==> config.mk <==
export PLATFORM = sky130hd
export DESIGN_NAME = cpu_addressing_mode_sequencer
export DESIGN_NICKNAME = d
export VERILOG_FILES = /design/src/design/cams_pkg.sv /design/src/design/cpu_addressing_mode_sequencer.sv
export SDC_FILE = /design/constraint.sdc
export NUM_CORES = 1
export LEC_CHECK = 0
export ABC_AREA = 1
export BUFFER_PORTS_ARGS = -buffer_cell sky130_fd_sc_hd__buf_4
export CORE_MARGIN = 2
export CORE_UTILIZATION = 30
export CTS_CLUSTER_SIZE = 20
export DETAILED_ROUTE_END_ITERATION = 6
export GPL_TIMING_DRIVEN = 0
export PLACE_DENSITY = 0.46
export SLEW_MARGIN = 20
export SYNTH_ARGS = -nofsm -noshare
export SYNTH_HDL_FRONTEND = slang
export SYNTH_SLANG_ARGS = --single-unit
==> constraint.sdc <==
create_clock -name i_clk -period 9.2 [get_ports i_clk]
set_clock_uncertainty 0.05 [all_clocks]
set_input_delay 0.92 -clock i_clk [delete_from_list [all_inputs] [get_ports i_clk]]
set_output_delay 0.92 -clock i_clk [all_outputs]
set_load 0.005 [all_outputs]
==> src/design/cams_pkg.sv <==
`timescale 1ns / 1ps

package cams_pkg;

    localparam logic CMD_START = 1'b0;
    localparam logic CMD_DATA  = 1'b1;

    localparam logic [4:0] M_IMM      = 5'd0;
    localparam logic [4:0] M_ZP       = 5'd1;
    localparam logic [4:0] M_ZPX      = 5'd2;
    localparam logic [4:0] M_ZPY      = 5'd3;
    localparam logic [4:0] M_ABS_ADDR = 5'd4;
    localparam logic [4:0] M_ABS      = 5'd5;
    localparam logic [4:0] M_ABSX     = 5'd6;
    localparam logic [4:0] M_ABSY     = 5'd7;
    localparam logic [4:0] M_INDX     = 5'd8;
    localparam logic [4:0] M_INDY     = 5'd9;
    localparam logic [4:0] M_ST_ZP    = 5'd10;
    localparam logic [4:0] M_ST_ABS   = 5'd11;
    localparam logic [4:0] M_ST_ZPX   = 5'd12;
    localparam logic [4:0] M_ST_ZPY   = 5'd13;
    localparam logic [4:0] M_ST_ABSX  = 5'd14;
    localparam logic [4:0] M_ST_ABSY  = 5'd15;
    localparam logic [4:0] M_ST_INDX  = 5'd16;
    localparam logic [4:0] M_ST_INDY  = 5'd17;
    localparam logic [4:0] M_RMW      = 5'd18;

    localparam logic [1:0] K_READ  = 2'd0;
    localparam logic [1:0] K_WRITE = 2'd1;
    localparam logic [1:0] K_DONE  = 2'd2;

    localparam int QDepth = 4;
    localparam int QAw    = $clog2(QDepth);

    typedef enum logic [3:0] {
        ST_IDLE    = 4'd0,
        ST_OPER    = 4'd1,
        ST_HIGH    = 4'd2,
        ST_ZPIDX   = 4'd3,
        ST_PTRLO   = 4'd4,
        ST_PTRHI   = 4'd5,
        ST_DATA    = 4'd6,
        ST_REPEAT  = 4'd7,
        ST_DUMMY   = 4'd8,
        ST_PTRBASE = 4'd9
    } t_step;

    typedef struct packed {
        logic       cmd;
        logic [4:0] mode;
        logic [15:0] pc;
        logic [7:0] index_x;
        logic [7:0] index_y;
        logic [7:0] store_data;
        logic       page_check;
        logic [7:0] read_data;
    } t_request;

    typedef struct packed {
        logic [1:0]  kind;
        logic [15:0] bus_address;
        logic [7:0]  bus_write_data;
        logic [15:0] effective_addr;
        logic [7:0]  operand_data;
        logic [15:0] next_pc;
        logic        last;
    } t_result;

endpackage

==> src/design/cpu_addressing_mode_sequencer.sv <==
`timescale 1ns / 1ps
// Results are registered into the output queue. Throughput: one request per cycle while
//   each request yields one result and i_ready is high; a request that yields two or
//   three results (stores, read-modify-write) occupies the output queue and holds o_ready
//   low until the queue drains back to at most one entry.
// Reset (synchronous, active low): sequencer idle, all saved state zero, output queue empty,
//   cycle_exact set.

module cpu_addressing_mode_sequencer
    import cams_pkg::*;
(
    input  logic     i_clk,
    input  logic     i_rst_n,
    input  logic     i_valid,
    output logic     o_ready,
    input  t_request i_req,
    output logic     o_valid,
    input  logic     i_ready,
    output t_result  o_result,
    input  logic     i_cfg_we,
    input  logic     i_cfg_data
);

    logic        r_cycle_exact;
    t_step       r_step, n_step;
    logic [4:0]  r_mode, n_mode;
    logic [15:0] r_pc, n_pc;
    logic [7:0]  r_x, n_x;
    logic [7:0]  r_y, n_y;
    logic [7:0]  r_store, n_store;
    logic        r_pgc, n_pgc;
    logic [7:0]  r_low, n_low;
    logic [7:0]  r_high, n_high;
    logic [15:0] r_la, n_la;
    logic [7:0]  r_ldata, n_ldata;

    t_result          r_q [QDepth];
    logic [QAw-1:0]   r_wr_ptr;
    logic [QAw-1:0]   r_rd_ptr;
    logic [QAw:0]     r_count;

    logic        acc;
    logic        pop;
    logic [1:0]  nres;
    logic [1:0]  s_kind [3];
    logic [15:0] s_addr [3];
    logic [7:0]  s_wd   [3];
    t_result     res    [3];
    logic [7:0]  ix;
    logic [7:0]  d;
    logic [15:0] base;

    assign o_ready  = (r_count <= (QAw+1)'(1));
    assign acc      = i_valid && o_ready;
    assign o_valid  = (r_count != '0);
    assign pop      = o_valid && i_ready;
    assign o_result = r_q[r_rd_ptr];
    assign d        = i_req.read_data;
    assign ix       = (r_mode inside {M_ZPY, M_ABSY, M_INDY, M_ST_ZPY, M_ST_ABSY, M_ST_INDY})
                      ? r_y : r_x;

    always_comb begin
        n_step  = r_step;
        n_mode  = r_mode;
        n_pc    = r_pc;
        n_x     = r_x;
        n_y     = r_y;
        n_store = r_store;
        n_pgc   = r_pgc;
        n_low   = r_low;
        n_high  = r_high;
        n_la    = r_la;
        n_ldata = r_ldata;
        nres    = 2'd0;
        base    = '0;
        for (int k = 0; k < 3; k++) begin
            s_kind[k] = K_DONE;
            s_addr[k] = '0;
            s_wd[k]   = '0;
        end
        if (acc) begin
            if (i_req.cmd == CMD_START) begin
                n_mode  = i_req.mode;
                n_pc    = i_req.pc;
                n_x     = i_req.index_x;
                n_y     = i_req.index_y;
                n_store = i_req.store_data;
                n_pgc   = i_req.page_check;
                if (i_req.mode == M_RMW) begin
                    n_step = ST_IDLE;
                    if (r_cycle_exact) begin
                        s_kind[0] = K_WRITE; s_addr[0] = r_la; s_wd[0] = r_ldata;
                        s_kind[1] = K_WRITE; s_addr[1] = r_la; s_wd[1] = i_req.store_data;
                        nres = 2'd3;
                    end else begin
                        s_kind[0] = K_WRITE; s_addr[0] = r_la; s_wd[0] = i_req.store_data;
                        nres = 2'd2;
                    end
                end else if (i_req.mode > M_RMW) begin
                    n_step = ST_IDLE;
                    nres   = 2'd1;
                end else begin
                    n_pc      = i_req.pc + 16'd1;
                    s_kind[0] = K_READ;
                    s_addr[0] = i_req.pc + 16'd1;
                    n_step    = ST_OPER;
                    nres      = 2'd1;
                end
            end else begin
                case (r_step)
                    ST_OPER: begin
                        n_ldata = d;
                        n_low   = d;
                        nres    = 2'd1;
                        s_kind[0] = K_READ;
                        case (r_mode)
                            M_IMM: begin
                                s_kind[0] = K_DONE;
                                n_step = ST_IDLE;
                            end
                            M_ZP: begin
                                n_la = {8'h00, d};
                                s_addr[0] = {8'h00, d};
                                n_step = ST_DATA;
                            end
                            M_ZPX, M_ZPY: begin
                                if (r_cycle_exact) begin
                                    s_addr[0] = r_pc + 16'd1;
                                    n_step = ST_ZPIDX;
                                end else begin
                                    n_la = {8'h00, 8'(d + ix)};
                                    s_addr[0] = {8'h00, 8'(d + ix)};
                                    n_step = ST_DATA;
                                end
                            end
                            M_INDX: begin
                                n_low = 8'(d + ix);
                                s_addr[0] = {8'h00, 8'(d + ix)};
                                n_step = ST_PTRBASE;
                            end
                            M_ST_INDX: begin
                                n_low = 8'(d + ix);
                                s_addr[0] = {8'h00, d};
                                n_step = ST_PTRBASE;
                            end
                            M_INDY, M_ST_INDY: begin
                                s_addr[0] = {8'h00, d};
                                n_step = ST_PTRLO;
                            end
                            M_ST_ZP: begin
                                n_la = {8'h00, d};
                                s_kind[0] = K_WRITE; s_addr[0] = {8'h00, d}; s_wd[0] = r_store;
                                n_step = ST_IDLE;
                                nres = 2'd2;
                            end
                            M_ST_ZPX, M_ST_ZPY: begin
                                n_la = {8'h00, 8'(d + ix)};
                                if (r_cycle_exact) begin
                                    s_addr[0] = {8'h00, d};
                                    n_step = ST_DUMMY;
                                end else begin
                                    s_kind[0] = K_WRITE;
                                    s_addr[0] = {8'h00, 8'(d + ix)};
                                    s_wd[0]   = r_store;
                                    n_step = ST_IDLE;
                                    nres = 2'd2;
                                end
                            end
                            default: begin
                                n_pc = r_pc + 16'd1;
                                s_addr[0] = r_pc + 16'd1;
                                n_step = ST_HIGH;
                            end
                        endcase
                    end
                    ST_HIGH: begin
                        n_ldata = d;
                        n_high  = d;
                        base    = {d, r_low};
                        nres    = 2'd1;
                        s_kind[0] = K_READ;
                        case (r_mode)
                            M_ABS_ADDR: begin
                                n_la = base;
                                s_kind[0] = K_DONE;
                                n_step = ST_IDLE;
                            end
                            M_ABS: begin
                                n_la = base;
                                s_addr[0] = base;
                                n_step = ST_DATA;
                            end
                            M_ABSX, M_ABSY: begin
                                n_la = base + {8'h00, ix};
                                s_addr[0] = base + {8'h00, ix};
                                n_step = ST_DATA;
                            end
                            M_ST_ABS: begin
                                n_la = base;
                                s_kind[0] = K_WRITE; s_addr[0] = base; s_wd[0] = r_store;
                                n_step = ST_IDLE;
                                nres = 2'd2;
                            end
                            default: begin
                                n_la = base + {8'h00, ix};
                                s_addr[0] = base + {8'h00, ix};
                                if (r_cycle_exact) begin
                                    n_step = ST_DUMMY;
                                end else begin
                                    s_kind[0] = K_WRITE; s_wd[0] = r_store;
                                    n_step = ST_IDLE;
                                    nres = 2'd2;
                                end
                            end
                        endcase
                    end
                    ST_ZPIDX: begin
                        n_la = {8'h00, 8'(r_low + ix)};
                        s_kind[0] = K_READ; s_addr[0] = {8'h00, 8'(r_low + ix)};
                        n_step = ST_DATA;
                        nres = 2'd1;
                    end
                    ST_PTRBASE: begin
                        s_kind[0] = K_READ; s_addr[0] = {8'h00, r_low};
                        n_step = ST_PTRLO;
                        nres = 2'd1;
                    end
                    ST_PTRLO: begin
                        n_high = d;
                        s_kind[0] = K_READ; s_addr[0] = {8'h00, 8'(r_low + 8'd1)};
                        n_step = ST_PTRHI;
                        nres = 2'd1;
                    end
                    ST_PTRHI: begin
                        n_low  = r_high;
                        n_high = d;
                        base   = {d, r_high};
                        nres   = 2'd1;
                        s_kind[0] = K_READ;
                        if (r_mode == M_INDX || r_mode == M_ST_INDX) begin
                            n_la = base;
                            s_addr[0] = base;
                            if (r_mode == M_INDX) begin
                                n_step = ST_DATA;
                            end else begin
                                s_kind[0] = K_WRITE; s_wd[0] = r_store;
                                n_step = ST_IDLE;
                                nres = 2'd2;
                            end
                        end else begin
                            n_la = base + {8'h00, ix};
                            s_addr[0] = base + {8'h00, ix};
                            if (r_mode == M_INDY) begin
                                n_step = ST_DATA;
                            end else if (r_cycle_exact) begin
                                n_step = ST_DUMMY;
                            end else begin
                                s_kind[0] = K_WRITE; s_wd[0] = r_store;
                                n_step = ST_IDLE;
                                nres = 2'd2;
                            end
                        end
                    end
                    ST_DATA: begin
                        n_ldata = d;
                        nres = 2'd1;
                        if ((r_mode == M_ABSX || r_mode == M_ABSY || r_mode == M_INDY) &&
                            r_cycle_exact && r_pgc && (r_la[15:8] != r_high)) begin
                            s_kind[0] = K_READ; s_addr[0] = r_la;
                            n_step = ST_REPEAT;
                        end else begin
                            n_step = ST_IDLE;
                        end
                    end
                    ST_REPEAT: begin
                        n_ldata = d;
                        n_step = ST_IDLE;
                        nres = 2'd1;
                    end
                    ST_DUMMY: begin
                        s_kind[0] = K_WRITE; s_addr[0] = r_la; s_wd[0] = r_store;
                        n_step = ST_IDLE;
                        nres = 2'd2;
                    end
                    default: begin
                        n_step = ST_IDLE;
                    end
                endcase
            end
        end
        for (int k = 0; k < 3; k++) begin
            res[k].kind           = s_kind[k];
            res[k].bus_address    = (s_kind[k] == K_DONE) ? 16'h0000 : s_addr[k];
            res[k].bus_write_data = (s_kind[k] == K_WRITE) ? s_wd[k] : 8'h00;
            res[k].effective_addr = (s_kind[k] == K_DONE) ? n_la : 16'h0000;
            res[k].operand_data   = (s_kind[k] == K_DONE) ? n_ldata : 8'h00;
            res[k].next_pc        = (s_kind[k] == K_DONE) ? n_pc : 16'h0000;
            res[k].last           = (k == int'(nres) - 1);
        end
    end

    always_ff @(posedge i_clk) begin
        if (!i_rst_n) begin
            r_cycle_exact <= 1'b1;
            r_step   <= ST_IDLE;
            r_mode   <= '0;
            r_pc     <= '0;
            r_x      <= '0;
            r_y      <= '0;
            r_store  <= '0;
            r_pgc    <= 1'b0;
            r_low    <= '0;
            r_high   <= '0;
            r_la     <= '0;
            r_ldata  <= '0;
            r_wr_ptr <= '0;
            r_rd_ptr <= '0;
            r_count  <= '0;
        end else begin
            if (i_cfg_we) begin
                r_cycle_exact <= i_cfg_data;
            end
            r_step   <= n_step;
            r_mode   <= n_mode;
            r_pc     <= n_pc;
            r_x      <= n_x;
            r_y      <= n_y;
            r_store  <= n_store;
            r_pgc    <= n_pgc;
            r_low    <= n_low;
            r_high   <= n_high;
            r_la     <= n_la;
            r_ldata  <= n_ldata;
            r_wr_ptr <= r_wr_ptr + QAw'(nres);
            r_rd_ptr <= r_rd_ptr + QAw'(pop);
            r_count  <= r_count + (QAw+1)'(nres) - (QAw+1)'(pop);
        end
    end

    always_ff @(posedge i_clk) begin
        for (int k = 0; k < 3; k++) begin
            if (k < int'(nres)) begin
                r_q[r_wr_ptr + QAw'(k)] <= res[k];
            end
        end
    end

    a_count_bound: assert property (@(posedge i_clk) disable iff (!i_rst_n)
        r_count <= (QAw+1)'(QDepth))
        else $error("output queue overfilled");

    a_start_fetch: assert property (@(posedge i_clk) disable iff (!i_rst_n)
        acc && i_req.cmd == CMD_START && i_req.mode < M_RMW |=> r_step == ST_OPER)
        else $error("start did not enter operand fetch");

    a_idle_data: assert property (@(posedge i_clk) disable iff (!i_rst_n)
        acc && i_req.cmd == CMD_DATA && r_step == ST_IDLE |=> r_step == ST_IDLE)
        else $error("stray read data left idle");

    a_drain: assert property (@(posedge i_clk) disable iff (!i_rst_n)
        pop && !acc |=> r_count == $past(r_count) - (QAw+1)'(1))
        else $error("queue count did not drop on pop");

    a_last_flag: assert property (@(posedge i_clk) disable iff (!i_rst_n)
        o_valid && o_result.kind == K_DONE |-> o_result.last)
        else $error("done result not marked last");

endmodule
==> results.ini <==
[status]
status=finished, violations left
violations=DRC

[synth]
synth_edf_count=164
ys_seq_area_frac=0.408
ys_types=61
avgSynthCellArea_um2=7.04
netlist_instances=3118
synth_warnings=0
syn_area_um2=22000
synth_async_sr_flop_share=0
ys.flop_type=dfxtp_1
ys_seq_elements=366
postSynthNetCount=3216

[floorplanning]
chipHeight_um=275
die-area_um2=75400
ios=130
core_area_um2=72700
fp.dieW_um=275
initial_utilization=0.302
rows=99

[setup_path]
arrival_ns=5.33
critical_path_depth=16
path_max_fanout=10
worstSetupPathType=flop to flop
critPathTopFamily=compound AO/OA/AOI/OAI gates
cpMaxStageDelayCell=o21ai_0
crit_required_ns=9.47
reg2reg_slack_ns=4.13
critPathMostFrequentCell=nand3_1
slowest_delay_ns=0.72
crit_path_end_kind=flop
path_buf_inv=1
path_cells=nor2_1, nand3_1, nand3_1, clkbuf_1, o21ai_0, ha_1, nand3_1, nand3_1, nand3_1, nand2_1, nand2_1, nand2_1, o21ai_0, nand4_1, o22ai_1, nor2_1
r2r_cells=16
start_kind=flop

[pwr]
power_leakage_nw=10.6
report.power.total_mw=5.86
vdd_drop_max_v=0.000135
pwr_density_cell_nw_per_um2=228

[timing]
min_period_over_period=0.551
worst_pin_slew_ns=1.17
finalHoldViolations=0
final.min_clock_period_ns=5.07
slew_viol_final=0
rsz0062_at_grt=false
timing.hold.ws_ns=0.398
fmax_mhz=197
postLayoutSetupSlackWorst_ns=4.13
setup_viol=0
tns_ns=0
slew_headroom=0.216

[cts]
htree_levels=2
cts_setup_buffers=0
cts_tree=done
cts-hold-fix-buffers=0
clkTransAtPathRegs_ns=0.06
cts_resized=0
cts_buffer_depth=3
cts_inserted_buffers=44
cts-root-buf=clkbuf_16
clk_latency_ns=0.60
clock_sinks=366

[final_layout]
finalCoreUtilization=0.353
n_antenna_cell=0
fin_cells=4288
fin_area_um2=25700
area_growth_pct=16.8
nets=3391
drive_gt1_frac=0.102

[global_route]
grt_pass1_wl_um=150000
grt_use_total=0.273
busiest_layer=met2
antenna_found_initial=0
grt_max_degree=42
grtUsageMet2=0.416
met3_usage=0.0420
grt_pass1_vias=21700
gr-total-overflow=0
use_met1=0.388

[routing]
wl_um=105000
drcViolationCount=5
drtAntennaViolNets=0
firstDrtPassIters=7
routed_via_density=5.39
drt-initial-drc-count=2579
wl_per_cell_um=24.5
vias=23100

[place]
dp_hpwl_um=80000
portBuffers=129
gp_congestion=0.993
dp.cells=4206
post_dp_cell_area_um2=24200
detailedPlace.worstSlack_ns=4.22

[job]
cap_violations=0

[worst_hold_path]
hold_path_depth=2
hold_class=flop to flop

==> cell usage after synthesis, types with 36 or more instances <==
library cell,instances,area (um^2)
nand2_1,539,2020
nor2_1,528,1980
o21ai_0,362,1810
inv_1,312,1170
nand3_1,232,1160
dfxtp_1,202,4040
a21oi_1,192,961
edfxtp_1,164,4920
clkbuf_1,103,387
o22ai_1,89,557
nand4_1,38,238
o211ai_1,38,285
buf_2,36,180
==> power by group <==
| group | switching [mW] | internal (mW) | leakage, nW | total [mW] |
|---|---|---|---|---|
| sequential | 0.0798 | 1.87 | 3.20 | 1.95 |
| clock | 0.768 | 1.07 | 0.734 | 1.84 |
| combinational | 1.41 | 0.656 | 6.70 | 2.07 |
| total | 2.26 | 3.60 | 10.6 | 5.86 |
==> state kept, by name (all words and copies together), names as in the netlist, 3 cells and up <==
register / cells
r_la: 16
r_mode: 5
r_count: 3
r_x: 8
r_ldata: 8
r_y: 8
r_step: 4
r_low: 8
r_high: 8
r_q: 268
r_store: 8
r_pc: 16
==> worst reg2reg max path, cell delays in order, from the launching register on <==
cell and delay, ns:
dfxtp_1 0.47, nor2_1 0.15, nand3_1 0.16, nand3_1 0.23
clkbuf_1 0.29, o21ai_0 0.72, ha_1 0.43, nand3_1 0.11
nand3_1 0.17, nand3_1 0.15, nand2_1 0.10, nand2_1 0.08
nand2_1 0.08, o21ai_0 0.58, nand4_1 0.32, o22ai_1 0.64
nor2_1 0.09
==> placed cells by master, fill, tap and decap left out, drive strengths merged, types with 2 or more instances in the layout <==
cell     netlist  final
or2            7      7
mux2i          2      2
dfxtp        202    202
fa             4      4
nand2        558    558
o21bai         5      5
clkbuf       103    169
o21a           4      4
a22oi          9      9
o21ai        379    379
nor2         552    552
a31oi         25     25
buf           55    184
clkinv         5     17
a21oi        192    192
ha            33     33
nand3        234    234
o211ai        38     38
o221ai         2      2
bufinv         0      3
inv          340    341
xnor2         11     11
a21boi         2      2
nor3          23     23
o22ai         89     89
edfxtp       164    164
nand4         38     38
nand3b         4      4
xor2          18     18
o2111ai        4      4
o31ai          4      4
==> logic make-up after synthesis <==
group / after synthesis / share of synthesized area
flip-flops: 366 / 0.408
buffers and inverters: 503 / 0.0913
adder cells (fa/ha/maj): 37 / 0.0224
AO/OA/AOI/OAI: 762 / 0.192
multiplexers: 2 / 0.000911
XOR/XNOR: 29 / 0.0116
AND/OR/NAND/NOR: 1419 / 0.274
==> worst paths after layout <==
kind                  start    endpoint
setup / recovery  r_mode[2]  r_q[1][32]
hold / removal       r_x[1]      r_x[1]
setup reg to reg  r_mode[2]  r_q[1][32]
hold reg to reg      r_x[1]      r_x[1]
==> area by class of cell <==
type                            count  area, um^2
Fill cell                        7986       47100
Multi-Input combinational cell   2249       11000
Sequential cell                   366        8970
Inverter                          345        1300
Clock buffer                       66        1300
Tap cell                          959        1200
Timing Repair Buffer              129         968
Buffer                            158         706
Clock inverter                     16         198
==> metal layers <==
metal / up-vias / wire length [um]
met5: - / 0
met3: 187 / 8030
met2: 1058 / 45200
met1: 11100 / 47300
met4: 0 / 4410
li1: 10800 / -
No activity file was read; power rests on OpenSTA's default activity.
